**src/rtl/kcr_pkg.sv**
```systemverilog
// Shared types and constants of the keyframe color ramp.
// Used by every module of the block; depends on nothing.
`default_nettype none

package kcr_pkg;

  // Defaults of the top-level parameters.
  localparam int unsigned MAX_KF_DEF = 5;
  localparam int unsigned TIME_W_DEF = 16;

  // Fixed field widths.
  localparam int unsigned KEY_W      = 12;
  localparam int unsigned COLOR_W    = 32;
  localparam int unsigned LIFE_W     = 16;
  localparam int unsigned STEP_W     = 16;
  localparam int unsigned KF_CNT_W   = 3;
  localparam int unsigned CFG_IDX_W  = 3;
  localparam int unsigned CFG_DATA_W = 60;
  localparam int unsigned NUM_CH     = 4;
  localparam int unsigned CH_W       = 8;
  localparam int unsigned NUM_COLORS = 5;

  // Depth of the queue between front and back.
  localparam int unsigned QUEUE_DEPTH = 2;

  // 1.0 in Q1.11.
  localparam logic [KEY_W-1:0]   ONE_Q      = 12'd2048;
  localparam logic [COLOR_W-1:0] WHITE_RGBA = 32'hFFFF_FFFF;

  // Register reset values.
  localparam logic [NUM_COLORS-1:0][COLOR_W-1:0] COLOR_RESET = {
    32'h0000_00FF, 32'h0000_FFFF, 32'h00FF_00FF, 32'hFF00_00FF, 32'hFFFF_FFFF
  };
  localparam logic [CFG_DATA_W-1:0] KEYS_RESET   = 60'h800_600_400_200_000;
  localparam logic [LIFE_W-1:0]     LIFE_RESET   = 16'd1000;
  localparam logic [KF_CNT_W-1:0]   KF_CNT_RESET = 3'd5;

  typedef enum logic [CFG_IDX_W-1:0] {
    REG_COLOR_ZERO     = 3'd0,
    REG_COLOR_ONE      = 3'd1,
    REG_COLOR_TWO      = 3'd2,
    REG_COLOR_THREE    = 3'd3,
    REG_COLOR_FOUR     = 3'd4,
    REG_KEY_POSITIONS  = 3'd5,
    REG_LIFE_TICKS     = 3'd6,
    REG_KEYFRAME_COUNT = 3'd7
  } cfg_reg_e;

  // One classified segment, handed from the front to the back.
  typedef struct packed {
    logic [COLOR_W-1:0]     start_color;
    logic [COLOR_W-1:0]     end_color;
    logic [KEY_W-1:0]       pos;
    logic signed [KEY_W:0]  den;
    logic                   expired;
  } seg_t;

endpackage

`default_nettype wire

```
**src/rtl/kcr_front.sv**
```systemverilog
// Front of the keyframe color ramp: elapsed time, life fraction and keyframe search.
// Depends on kcr_pkg.
`default_nettype none

module kcr_front #(
  parameter int unsigned MAX_KEYFRAMES = kcr_pkg::MAX_KF_DEF,
  parameter int unsigned TIME_WIDTH    = kcr_pkg::TIME_W_DEF
) (
  input  logic                                       clk_i,
  input  logic                                       rst_ni,
  input  logic                                       step_valid_i,
  output logic                                       step_ready_o,
  input  logic [kcr_pkg::STEP_W-1:0]                 step_ticks_i,
  input  logic [MAX_KEYFRAMES-1:0][kcr_pkg::COLOR_W-1:0] colors_i,
  input  logic [MAX_KEYFRAMES*kcr_pkg::KEY_W-1:0]    keys_i,
  input  logic [kcr_pkg::LIFE_W-1:0]                 life_i,
  input  logic [kcr_pkg::KF_CNT_W-1:0]               kf_count_i,
  output logic                                       push_valid_o,
  input  logic                                       push_ready_i,
  output kcr_pkg::seg_t                              push_data_o
);
  import kcr_pkg::*;

  localparam int unsigned SumW    = ((TIME_WIDTH > STEP_W) ? TIME_WIDTH : STEP_W) + 1;
  localparam int unsigned RemW    = LIFE_W + 1;
  localparam int unsigned DivCntW = $clog2(KEY_W);
  localparam logic [SumW-1:0] TimeMax = {{(SumW-TIME_WIDTH){1'b0}}, {TIME_WIDTH{1'b1}}};
  localparam logic [DivCntW-1:0] DivLast = DivCntW'(KEY_W - 1);

  typedef enum logic [1:0] {F_IDLE, F_ADD, F_DIV, F_SRCH} state_e;

  state_e                state_q;
  logic [STEP_W-1:0]     step_q;
  logic [TIME_WIDTH-1:0] elapsed_q;
  logic [RemW-1:0]       rem_q;
  logic [KEY_W-1:0]      quo_q;
  logic [DivCntW-1:0]    cnt_q;
  logic                  expired_q;

  // Saturating time update.
  logic [SumW-1:0] sum, sat_life, sat_d;
  always_comb begin
    sum      = SumW'(elapsed_q) + SumW'(step_q);
    sat_life = (sum > SumW'(life_i)) ? SumW'(life_i) : sum;
    sat_d    = (sat_life > TimeMax) ? TimeMax : sat_life;
  end

  // One restoring step of elapsed * 2048 / life.
  logic [RemW-1:0] trial, rem_d;
  logic            ge;
  always_comb begin
    trial = (cnt_q == '0) ? rem_q : {rem_q[LIFE_W-1:0], 1'b0};
    ge    = trial >= RemW'(life_i);
    rem_d = ge ? (trial - RemW'(life_i)) : trial;
  end

  // Highest keyframe in use whose key is at or below the fraction.
  logic [KF_CNT_W-1:0]       cnt;
  logic [MAX_KEYFRAMES-1:0]  sel;
  logic                      found, has_next;
  logic [COLOR_W-1:0]        sc, ec;
  logic [KEY_W-1:0]          sk, ek;
  always_comb begin
    cnt = (kf_count_i > KF_CNT_W'(MAX_KEYFRAMES)) ? KF_CNT_W'(MAX_KEYFRAMES) : kf_count_i;
    found    = 1'b0;
    has_next = 1'b0;
    sel      = '0;
    sc       = '0;
    ec       = '0;
    sk       = '0;
    ek       = '0;
    for (int i = MAX_KEYFRAMES - 1; i >= 0; i--) begin
      if (!found && (KF_CNT_W'(i) < cnt) && (keys_i[KEY_W*i +: KEY_W] <= quo_q)) begin
        found  = 1'b1;
        sel[i] = 1'b1;
      end
    end
    for (int i = 0; i < MAX_KEYFRAMES; i++) begin
      if (sel[i]) begin
        sc = sc | colors_i[i];
        sk = sk | keys_i[KEY_W*i +: KEY_W];
      end
    end
    for (int i = 1; i < MAX_KEYFRAMES; i++) begin
      if (sel[i-1] && (KF_CNT_W'(i) < cnt)) begin
        ec       = ec | colors_i[i];
        ek       = ek | keys_i[KEY_W*i +: KEY_W];
        has_next = 1'b1;
      end
    end
    // Below the first key the whole ramp is white; past the last key it runs to white.
    if (!found) begin
      sc = WHITE_RGBA;
      sk = '0;
    end
    if (!has_next) begin
      ec = WHITE_RGBA;
      ek = ONE_Q;
    end
  end

  assign step_ready_o             = (state_q == F_IDLE);
  assign push_valid_o             = (state_q == F_SRCH);
  assign push_data_o.start_color  = sc;
  assign push_data_o.end_color    = ec;
  assign push_data_o.pos          = quo_q - sk;
  assign push_data_o.den          = $signed({1'b0, ek}) - $signed({1'b0, sk});
  assign push_data_o.expired      = expired_q;

  always_ff @(posedge clk_i or negedge rst_ni) begin
    if (!rst_ni) begin
      state_q   <= F_IDLE;
      step_q    <= '0;
      elapsed_q <= '0;
      rem_q     <= '0;
      quo_q     <= '0;
      cnt_q     <= '0;
      expired_q <= 1'b0;
    end else begin
      case (state_q)
        F_IDLE: begin
          if (step_valid_i) begin
            step_q  <= step_ticks_i;
            state_q <= F_ADD;
          end
        end
        F_ADD: begin
          elapsed_q <= TIME_WIDTH'(sat_d);
          expired_q <= (sat_d >= SumW'(life_i));
          rem_q     <= RemW'(sat_d);
          cnt_q     <= '0;
          if (life_i == '0) begin
            quo_q   <= ONE_Q;
            state_q <= F_SRCH;
          end else begin
            quo_q   <= '0;
            state_q <= F_DIV;
          end
        end
        F_DIV: begin
          rem_q <= rem_d;
          quo_q <= {quo_q[KEY_W-2:0], ge};
          cnt_q <= cnt_q + 1'b1;
          if (cnt_q == DivLast) begin
            state_q <= F_SRCH;
          end
        end
        F_SRCH: begin
          if (push_ready_i) begin
            state_q <= F_IDLE;
          end
        end
        default: state_q <= F_IDLE;
      endcase
    end
  end

endmodule

`default_nettype wire

```
**src/rtl/kcr_queue.sv**
```systemverilog
// Short first-in first-out queue of classified segments between front and back.
// Depends on kcr_pkg.
`default_nettype none

module kcr_queue (
  input  logic          clk_i,
  input  logic          rst_ni,
  input  logic          push_valid_i,
  output logic          push_ready_o,
  input  kcr_pkg::seg_t push_data_i,
  output logic          pop_valid_o,
  input  logic          pop_ready_i,
  output kcr_pkg::seg_t pop_data_o
);
  import kcr_pkg::*;

  localparam int unsigned PtrW = (QUEUE_DEPTH > 1) ? $clog2(QUEUE_DEPTH) : 1;
  localparam int unsigned CntW = $clog2(QUEUE_DEPTH + 1);
  localparam logic [PtrW-1:0] PtrLast = PtrW'(QUEUE_DEPTH - 1);
  localparam logic [CntW-1:0] CntFull = CntW'(QUEUE_DEPTH);

  seg_t            mem_q [QUEUE_DEPTH];
  logic [PtrW-1:0] wr_ptr_q, rd_ptr_q;
  logic [CntW-1:0] count_q;
  logic            push, pop;

  assign push_ready_o = (count_q != CntFull);
  assign pop_valid_o  = (count_q != '0);
  assign pop_data_o   = mem_q[rd_ptr_q];
  assign push         = push_valid_i && push_ready_o;
  assign pop          = pop_valid_o && pop_ready_i;

  always_ff @(posedge clk_i) begin
    if (push) begin
      mem_q[wr_ptr_q] <= push_data_i;
    end
  end

  always_ff @(posedge clk_i or negedge rst_ni) begin
    if (!rst_ni) begin
      wr_ptr_q <= '0;
      rd_ptr_q <= '0;
      count_q  <= '0;
    end else begin
      if (push) begin
        wr_ptr_q <= (wr_ptr_q == PtrLast) ? '0 : wr_ptr_q + 1'b1;
      end
      if (pop) begin
        rd_ptr_q <= (rd_ptr_q == PtrLast) ? '0 : rd_ptr_q + 1'b1;
      end
      if (push && !pop) begin
        count_q <= count_q + 1'b1;
      end else if (pop && !push) begin
        count_q <= count_q - 1'b1;
      end
    end
  end

endmodule

`default_nettype wire

```
**src/rtl/kcr_back.sv**
```systemverilog
// Back of the keyframe color ramp: per-channel linear interpolation and the result register.
// Depends on kcr_pkg.
`default_nettype none

module kcr_back (
  input  logic                      clk_i,
  input  logic                      rst_ni,
  input  logic                      pop_valid_i,
  output logic                      pop_ready_o,
  input  kcr_pkg::seg_t             pop_data_i,
  output logic                      out_valid_o,
  input  logic                      out_ready_i,
  output logic [kcr_pkg::CH_W-1:0]  red_o,
  output logic [kcr_pkg::CH_W-1:0]  green_o,
  output logic [kcr_pkg::CH_W-1:0]  blue_o,
  output logic [kcr_pkg::CH_W-1:0]  alpha_o,
  output logic                      expired_o
);
  import kcr_pkg::*;

  localparam int unsigned VW      = KEY_W + CH_W + 3;
  localparam int unsigned RemW    = KEY_W + CH_W;
  localparam int unsigned DivCntW = $clog2(CH_W);
  localparam logic [DivCntW-1:0] DivLast = DivCntW'(CH_W - 1);
  localparam logic [CH_W-1:0]    ChMax   = {CH_W{1'b1}};

  typedef enum logic [2:0] {B_IDLE, B_MUL, B_CHK, B_DIV, B_DONE} state_e;

  state_e                 state_q;
  seg_t                   seg_q;
  logic signed [VW-1:0]   v_q     [NUM_CH];
  logic [RemW-1:0]        rem_q   [NUM_CH];
  logic [CH_W-1:0]        quo_q   [NUM_CH];
  logic [NUM_CH-1:0]      ovr_q;
  logic [CH_W-1:0]        ovr_val_q [NUM_CH];
  logic [RemW-1:0]        dsh_q;
  logic [DivCntW-1:0]     cnt_q;
  logic                   out_valid_q;
  logic [CH_W-1:0]        ch_q    [NUM_CH];
  logic                   expired_q;

  // v = s*den + pos*(e-s); channel = floor(v/den) clamped to 0..255, or s when den <= 0.
  logic [CH_W-1:0]        s_ch [NUM_CH];
  logic [CH_W-1:0]        e_ch [NUM_CH];
  logic signed [VW-1:0]   v_d  [NUM_CH];
  logic signed [VW-1:0]   s_w, e_w, den_w, pos_w;
  logic                   den_pos;
  logic [NUM_CH-1:0]      ge;
  always_comb begin
    den_w   = VW'(seg_q.den);
    pos_w   = VW'($signed({1'b0, seg_q.pos}));
    den_pos = !seg_q.den[KEY_W] && (seg_q.den != '0);
    for (int k = 0; k < NUM_CH; k++) begin
      s_ch[k] = seg_q.start_color[COLOR_W-1-CH_W*k -: CH_W];
      e_ch[k] = seg_q.end_color[COLOR_W-1-CH_W*k -: CH_W];
      s_w     = VW'($signed({1'b0, s_ch[k]}));
      e_w     = VW'($signed({1'b0, e_ch[k]}));
      v_d[k]  = (s_w * den_w) + (pos_w * (e_w - s_w));
      ge[k]   = rem_q[k] >= dsh_q;
    end
  end

  // A finished word moves into the output register once that register is free
  // or is being emptied in the same cycle.
  logic out_load;
  assign out_load = (state_q == B_DONE) && (!out_valid_q || out_ready_i);

  assign pop_ready_o = (state_q == B_IDLE);
  assign out_valid_o = out_valid_q;
  assign red_o       = ch_q[0];
  assign green_o     = ch_q[1];
  assign blue_o      = ch_q[2];
  assign alpha_o     = ch_q[3];
  assign expired_o   = expired_q;

  always_ff @(posedge clk_i or negedge rst_ni) begin
    if (!rst_ni) begin
      state_q     <= B_IDLE;
      seg_q       <= '0;
      ovr_q       <= '0;
      dsh_q       <= '0;
      cnt_q       <= '0;
      out_valid_q <= 1'b0;
      expired_q   <= 1'b0;
      for (int k = 0; k < NUM_CH; k++) begin
        v_q[k]       <= '0;
        rem_q[k]     <= '0;
        quo_q[k]     <= '0;
        ovr_val_q[k] <= '0;
        ch_q[k]      <= '0;
      end
    end else begin
      if (out_load) begin
        out_valid_q <= 1'b1;
      end else if (out_ready_i) begin
        out_valid_q <= 1'b0;
      end
      case (state_q)
        B_IDLE: begin
          if (pop_valid_i) begin
            seg_q   <= pop_data_i;
            state_q <= B_MUL;
          end
        end
        B_MUL: begin
          for (int k = 0; k < NUM_CH; k++) begin
            v_q[k] <= v_d[k];
          end
          state_q <= B_CHK;
        end
        B_CHK: begin
          for (int k = 0; k < NUM_CH; k++) begin
            rem_q[k] <= v_q[k][RemW-1:0];
            quo_q[k] <= '0;
            if (!den_pos) begin
              ovr_q[k]     <= 1'b1;
              ovr_val_q[k] <= s_ch[k];
            end else if (v_q[k][VW-1]) begin
              ovr_q[k]     <= 1'b1;
              ovr_val_q[k] <= '0;
            end else if (v_q[k][VW-2:0] >= ((VW-1)'(seg_q.den[KEY_W-1:0]) << CH_W)) begin
              ovr_q[k]     <= 1'b1;
              ovr_val_q[k] <= ChMax;
            end else begin
              ovr_q[k]     <= 1'b0;
              ovr_val_q[k] <= '0;
            end
          end
          dsh_q   <= RemW'(seg_q.den[KEY_W-1:0]) << (CH_W - 1);
          cnt_q   <= '0;
          state_q <= B_DIV;
        end
        B_DIV: begin
          for (int k = 0; k < NUM_CH; k++) begin
            if (ge[k]) begin
              rem_q[k] <= rem_q[k] - dsh_q;
            end
            quo_q[k] <= {quo_q[k][CH_W-2:0], ge[k]};
          end
          dsh_q <= dsh_q >> 1;
          cnt_q <= cnt_q + 1'b1;
          if (cnt_q == DivLast) begin
            state_q <= B_DONE;
          end
        end
        B_DONE: begin
          if (out_load) begin
            for (int k = 0; k < NUM_CH; k++) begin
              ch_q[k] <= ovr_q[k] ? ovr_val_q[k] : quo_q[k];
            end
            expired_q <= seg_q.expired;
            state_q   <= B_IDLE;
          end
        end
        default: state_q <= B_IDLE;
      endcase
    end
  end

endmodule

`default_nettype wire

```
**src/rtl/keyframe_color_ramp.sv**
```systemverilog
// Keyframe color ramp, top level: configuration registers, front, queue and back.
// The front takes a new word only after it has pushed the last one's segment.
// Its 12-step restoring divider for the life fraction sets the pace; the back, which
// takes a new segment only once its result is loaded, sets the pace when life_ticks
// is zero and the front skips the divider.
// Reset: asynchronous, active low; registers take their documented defaults and the
// elapsed time returns to zero. No clearing pass is needed.
`default_nettype none

module keyframe_color_ramp #(
  parameter int unsigned MAX_KEYFRAMES = kcr_pkg::MAX_KF_DEF,
  parameter int unsigned TIME_WIDTH    = kcr_pkg::TIME_W_DEF
) (
  input  logic                             clk_i,
  input  logic                             rst_ni,
  // Configuration write port.
  input  logic                             cfg_we_i,
  input  logic [kcr_pkg::CFG_IDX_W-1:0]    cfg_idx_i,
  input  logic [kcr_pkg::CFG_DATA_W-1:0]   cfg_data_i,
  // Time-step words.
  input  logic                             step_valid_i,
  output logic                             step_ready_o,
  input  logic [kcr_pkg::STEP_W-1:0]       step_ticks_i,
  // Color words.
  output logic                             out_valid_o,
  input  logic                             out_ready_i,
  output logic [kcr_pkg::CH_W-1:0]         red_o,
  output logic [kcr_pkg::CH_W-1:0]         green_o,
  output logic [kcr_pkg::CH_W-1:0]         blue_o,
  output logic [kcr_pkg::CH_W-1:0]         alpha_o,
  output logic                             expired_o
);
  import kcr_pkg::*;

  localparam int unsigned KeysW = MAX_KEYFRAMES * KEY_W;

  // Only the keyframes that can ever be used are stored. Writes to a color
  // slot beyond MAX_KEYFRAMES have no effect on any result, so they are dropped.
  logic [MAX_KEYFRAMES-1:0][COLOR_W-1:0] color_q;
  logic [KeysW-1:0]                      keys_q;
  logic [LIFE_W-1:0]                     life_q;
  logic [KF_CNT_W-1:0]                   kf_count_q;

  always_ff @(posedge clk_i or negedge rst_ni) begin
    if (!rst_ni) begin
      for (int i = 0; i < MAX_KEYFRAMES; i++) begin
        color_q[i] <= COLOR_RESET[i];
      end
      keys_q     <= KEYS_RESET[KeysW-1:0];
      life_q     <= LIFE_RESET;
      kf_count_q <= KF_CNT_RESET;
    end else if (cfg_we_i) begin
      case (cfg_idx_i)
        REG_KEY_POSITIONS:  keys_q     <= cfg_data_i[KeysW-1:0];
        REG_LIFE_TICKS:     life_q     <= cfg_data_i[LIFE_W-1:0];
        REG_KEYFRAME_COUNT: kf_count_q <= cfg_data_i[KF_CNT_W-1:0];
        default: begin
          if (cfg_idx_i inside {[REG_COLOR_ZERO:REG_COLOR_FOUR]}) begin
            for (int i = 0; i < MAX_KEYFRAMES; i++) begin
              if (cfg_idx_i == CFG_IDX_W'(int'(REG_COLOR_ZERO) + i)) begin
                color_q[i] <= cfg_data_i[COLOR_W-1:0];
              end
            end
          end
        end
      endcase
    end
  end

  // The front turns each time step into a classified segment: start and end colors,
  // position inside the segment and segment length in Q1.11, and the expired flag.
  logic q_push_valid, q_push_ready;
  logic q_pop_valid, q_pop_ready;
  seg_t q_push_data, q_pop_data;

  kcr_front #(
    .MAX_KEYFRAMES (MAX_KEYFRAMES),
    .TIME_WIDTH    (TIME_WIDTH)
  ) u_front (
    .clk_i        (clk_i),
    .rst_ni       (rst_ni),
    .step_valid_i (step_valid_i),
    .step_ready_o (step_ready_o),
    .step_ticks_i (step_ticks_i),
    .colors_i     (color_q),
    .keys_i       (keys_q),
    .life_i       (life_q),
    .kf_count_i   (kf_count_q),
    .push_valid_o (q_push_valid),
    .push_ready_i (q_push_ready),
    .push_data_o  (q_push_data)
  );

  // The queue lets the front take the next word while the back is still
  // interpolating or its result waits to be taken.
  kcr_queue u_queue (
    .clk_i        (clk_i),
    .rst_ni       (rst_ni),
    .push_valid_i (q_push_valid),
    .push_ready_o (q_push_ready),
    .push_data_i  (q_push_data),
    .pop_valid_o  (q_pop_valid),
    .pop_ready_i  (q_pop_ready),
    .pop_data_o   (q_pop_data)
  );

  // The back interpolates all four channels with parallel 8-step dividers and
  // holds the finished word in its output register.
  kcr_back u_back (
    .clk_i       (clk_i),
    .rst_ni      (rst_ni),
    .pop_valid_i (q_pop_valid),
    .pop_ready_o (q_pop_ready),
    .pop_data_i  (q_pop_data),
    .out_valid_o (out_valid_o),
    .out_ready_i (out_ready_i),
    .red_o       (red_o),
    .green_o     (green_o),
    .blue_o      (blue_o),
    .alpha_o     (alpha_o),
    .expired_o   (expired_o)
  );

  // The front works on one word at a time.
  assert property (@(posedge clk_i) disable iff (!rst_ni)
    step_valid_i && step_ready_o |=> !step_ready_o)
    else $error("front took a word while still busy");

  // The back is busy right after it takes a segment.
  assert property (@(posedge clk_i) disable iff (!rst_ni)
    q_pop_valid && q_pop_ready |=> !q_pop_ready)
    else $error("back took a segment while still busy");

  // The queue holds a segment right after one is pushed.
  assert property (@(posedge clk_i) disable iff (!rst_ni)
    q_push_valid && q_push_ready |=> q_pop_valid)
    else $error("queue empty right after a push");

endmodule

`default_nettype wire

```
**config.mk**
```make
export PLATFORM = sky130hd
export DESIGN_NAME = keyframe_color_ramp
export DESIGN_NICKNAME = d
export VERILOG_FILES = /design/src/rtl/kcr_pkg.sv /design/src/rtl/kcr_front.sv /design/src/rtl/kcr_queue.sv /design/src/rtl/kcr_back.sv /design/src/rtl/keyframe_color_ramp.sv
export SDC_FILE = /design/constraint.sdc
export NUM_CORES = 2
export LEC_CHECK = 0
export ABC_AREA = 1
export ABC_CLOCK_PERIOD_IN_PS = 13000
export BUFFER_PORTS_ARGS = -buffer_cell sky130_fd_sc_hd__buf_2
export CORE_MARGIN = 2
export CORE_UTILIZATION = 60
export DETAILED_ROUTE_END_ITERATION = 10
export PLACE_DENSITY = 0.86
export SLEW_MARGIN = 20
export SYNTH_ARGS = -nofsm -noshare
export SYNTH_HDL_FRONTEND = slang
export SYNTH_HIERARCHICAL = 1
export SYNTH_SLANG_ARGS = --single-unit
```
**constraint.sdc**
```tcl
create_clock -name clk_i -period 13 [get_ports clk_i]
set_input_delay 1.3 -clock clk_i [delete_from_list [all_inputs] [get_ports clk_i]]
set_output_delay 1.3 -clock clk_i [all_outputs]
set_load 0.01 [all_outputs]
```
==> summary.md <==
| Metric | Value |
|---|---|
| CTS resizes | `0` |
| Dpl hpwl | `between 150,000 and 200,000 µm` |
| Syn-to-layout area delta | `6.30%` |
| Antenna violations before repair | `4` |
| CP Max Fanout | `15` |
| Minimum clock period | `8.60 ns` |
| Register Area | `23,000 µm²` |
| Layout cells sized above 1 | `between 6 and 7%` |
| Starting Density | `approximately three fifths` |
| Max-slew headroom | `between 10% and 20%` |
| Synth warnings | `6` |
| Synthesized flop and latch total | `880` |
| Setup crit start kind | `flop` |
| Distinct cells, synth | `just under 70` |
| Setup Total Neg Slack | `0 ns` |
| Post-synth ARST share | `79.5%` |
| Io pins | `around 120` |
| Critical-path top delay cell | `xnor2_1` |
| CTS hold repair buffers | `0` |
| Top FF cell, synth | `dfrtp_1` |
| CP Capture Type | `flop` |
| Detailed Route WL | `between 200,000 and 250,000 µm` |
| Crit path largest cell delay | `0.85 ns` |
| Setup violations, final | `0` |
| Hold Vio Cnt, Final | `0` |
| Filler instances | `11,300` |
| Multi-input gate area in the final layout | `around 51,000 µm²` |
| Via count of the routed design | `71,200` |
| Status | `finished, final reports clean` |
| CTS Sinks | `between 800 and 900` |
| Mapped cell area | `82,500 µm²` |
| Pin count of the biggest net entering global routing | `between 150 and 200` |
| DR iter-0 viols | `between 7,000 and 8,000` |
| Hold Crit Class | `reg -> reg` |
| Worst-Margin Slew | `1.23 ns` |
| Sequential share of the synthesized area | `about 28%` |
| Syn Nets | `12,000` |
| First-pass GRT wire length | `391,000 µm` |
| Worst Path Arrival | `9.20 ns` |
| Overflow left after global routing | `0` |
| Max-cap violation count | `0` |
| Commonest non-fill, non-tap cell in the layout | `nand2_1` |
| Setup Fix Bufs, Post-CTS | `0` |
| # nets final | `about 12,000` |
| Mean post-synth cell area | `around 7.9 µm²` |
| CP dominant cell by count | `nand2_1` |
| Number of flops mapped to enable cells by yosys | `180` |
| Clk root buf | `clkbuf_16` |
| TritonRoute pass-1 iters | `7` |
| Reg clk slew, reported paths | `around 0.070 ns` |
| All-Layer GR Usage | `around 35%` |
| Avg WL per Cell | `20.3 µm` |
| Max Clock Skew | `between 0.1 and 0.15 ns` |
| Final ANT Viol Nets | `0` |
| Clock latency at the later pin of the worst-skew pair | `roughly 0.80 ns` |
| Max-slew violations | `0` |
| F_max | `between 0.1 and 0.15 GHz` |
| Total CTS buffers | `94` |
| H-tree levels | `3` |
| Die Span Y | `around 370 µm` |
| Number of global-route vias before repair | `71,500` |
| Die Area | `141,000 µm²` |
| RSZ-0062 raised after global routing | `false` |
| ANT cells | `0` |
| Die X-Extent | `about 370 µm` |
| Vias per cell | `between 5 and 6` |
| # rows | `about 140` |
| DR DRC count | `0` |
| Crit Path Class | `reg -> reg` |
| Final period utilization | `66.2%` |
| Post-Synthesis Cells | `roughly 10,000` |
| Clock tree buffer depth | `3` |
| CTS tree | `built` |
| CP required | `13.60 ns` |
| Core region area | `137,000 µm²` |
| GPL Wtd Cong | `1.00` |
| Most frequent cells in the layout | `nand2_1 (2,982), inv_1 (1,737), ha_1 (756), fa_1 (721), a21oi_1 (603)` |
| Buffers on Ports | `approximately 120` |
==> cell usage after synthesis (49+ instances only) <==
cell      count  share of area, %
a21oi_1     603               3.7
buf_2        78              0.47
clkbuf_1    237               1.1
dfrtp_1     599                18
dfstp_2     101               3.2
edfxtp_1    180               6.5
fa_1        721                17
ha_1        756                11
inv_1      1737               7.9
nand2_1    2985                14
nand3_1     475               2.9
nand4_1     113              0.86
nor2_1      588               2.7
nor3_1       49              0.30
o21ai_0     346               2.1
o22ai_1     132               1.0
or2_2        78              0.59
xnor2_1      71              0.75
xor2_1       95               1.0
==> sequential cells by signal, indices dropped and copies added, names as in the netlist, 12 cells and up <==
name and flops:
color_q 160, keys_q 60, life_q 16, u_back/den_w 13
u_back/dsh_q 19, u_back/e_ch 32, u_back/ovr_val_q 32, u_back/pos_w 12
u_back/quo_q 32, u_back/rem_q 80, u_back/s_ch 32, u_back/v_q 92
u_front/elapsed_q 16, u_front/quo_q 12, u_front/rem_q 17, u_front/step_q 16
u_queue/mem_q 180
==> layout make-up <==
class                      instances  area share [%]
tap                             1794            2.56
inverter                        1776            7.60
sequential                       880            26.3
clock inverter                    46           0.847
timing repair buffer             201            1.43
multi-input combinational       7368            58.2
clock buffer                     131            3.05
==> per-layer routing <==
layer | up-vias | global-route usage [%] | wire length, µm | part of all wire (%)
li1 | 32600 | - | - | -
met1 | 34000 | 45.8 | 95400 | 38
met2 | 3738 | 55.9 | 111000 | 45
met3 | 814 | 7.49 | 25300 | 10
met4 | 2 | 19.4 | 15900 | 6.4
met5 | - | 0 | 10 | 0.0040
==> final timing paths <==
kind,startpoint,to,slack [ns],cells past startpoint
hold / removal,color_q[29],color_q[29],0.46,2
min in group asynchronous,rst_ni,u_back/rem_q[79],0.62,1
hold reg to reg,color_q[29],color_q[29],0.46,2
max in group asynchronous,rst_ni,u_back/den_w[9],10.22,3
setup reg to reg,u_back/s_ch[22],u_back/v_q[66],4.40,36
setup / recovery,u_back/s_ch[22],u_back/v_q[66],4.40,36
==> cell families (layout without fill, tap and decap cells) <==
kind of cell / count (synthesis) / in the layout / synth area share (%)
multiplexers: 48 / 48 / 0.655
adder cells (fa/ha/maj): 1477 / 1477 / 28.9
XOR/XNOR: 166 / 166 / 1.76
AND/OR/NAND/NOR: 4382 / 4382 / 21.7
AO/OA/AOI/OAI: 1295 / 1295 / 8.70
buffers and inverters: 2160 / 2154 / 10.3
flip-flops: 880 / 880 / 27.9
==> worst max-delay path, delay by kind of cell, from the launching register on <==
kind / cells / cell delay, ns
adders and majority gates: 8 / 3.64
and+or+nand+nor: 15 / 1.83
AOI/OAI and AO/OA: 6 / 0.98
xor gates and xnor gates: 1 / 0.85
DFF: 1 / 0.72
buffers and inverters: 6 / 0.41
==> stage by stage <==
stage               worst slack (ns)  instances  hold WS (ns)  area (µm²)  util, %
CTS                             4.51      12200         0.463       87700     64.0
global placement                4.58      12000         0.451       84300     61.5
finish                          4.40      12200         0.462       87700     64.1
floorplan                       5.86      10400         0.442       82500        -
global route                    3.87      12200         0.480       87700     64.1
detailed placement              4.56      12000         0.453       84300     61.5
Power is left out: the tool's default activity adds up to more than one toggle a clock period on the data nets, which glitch-free logic cannot reach.
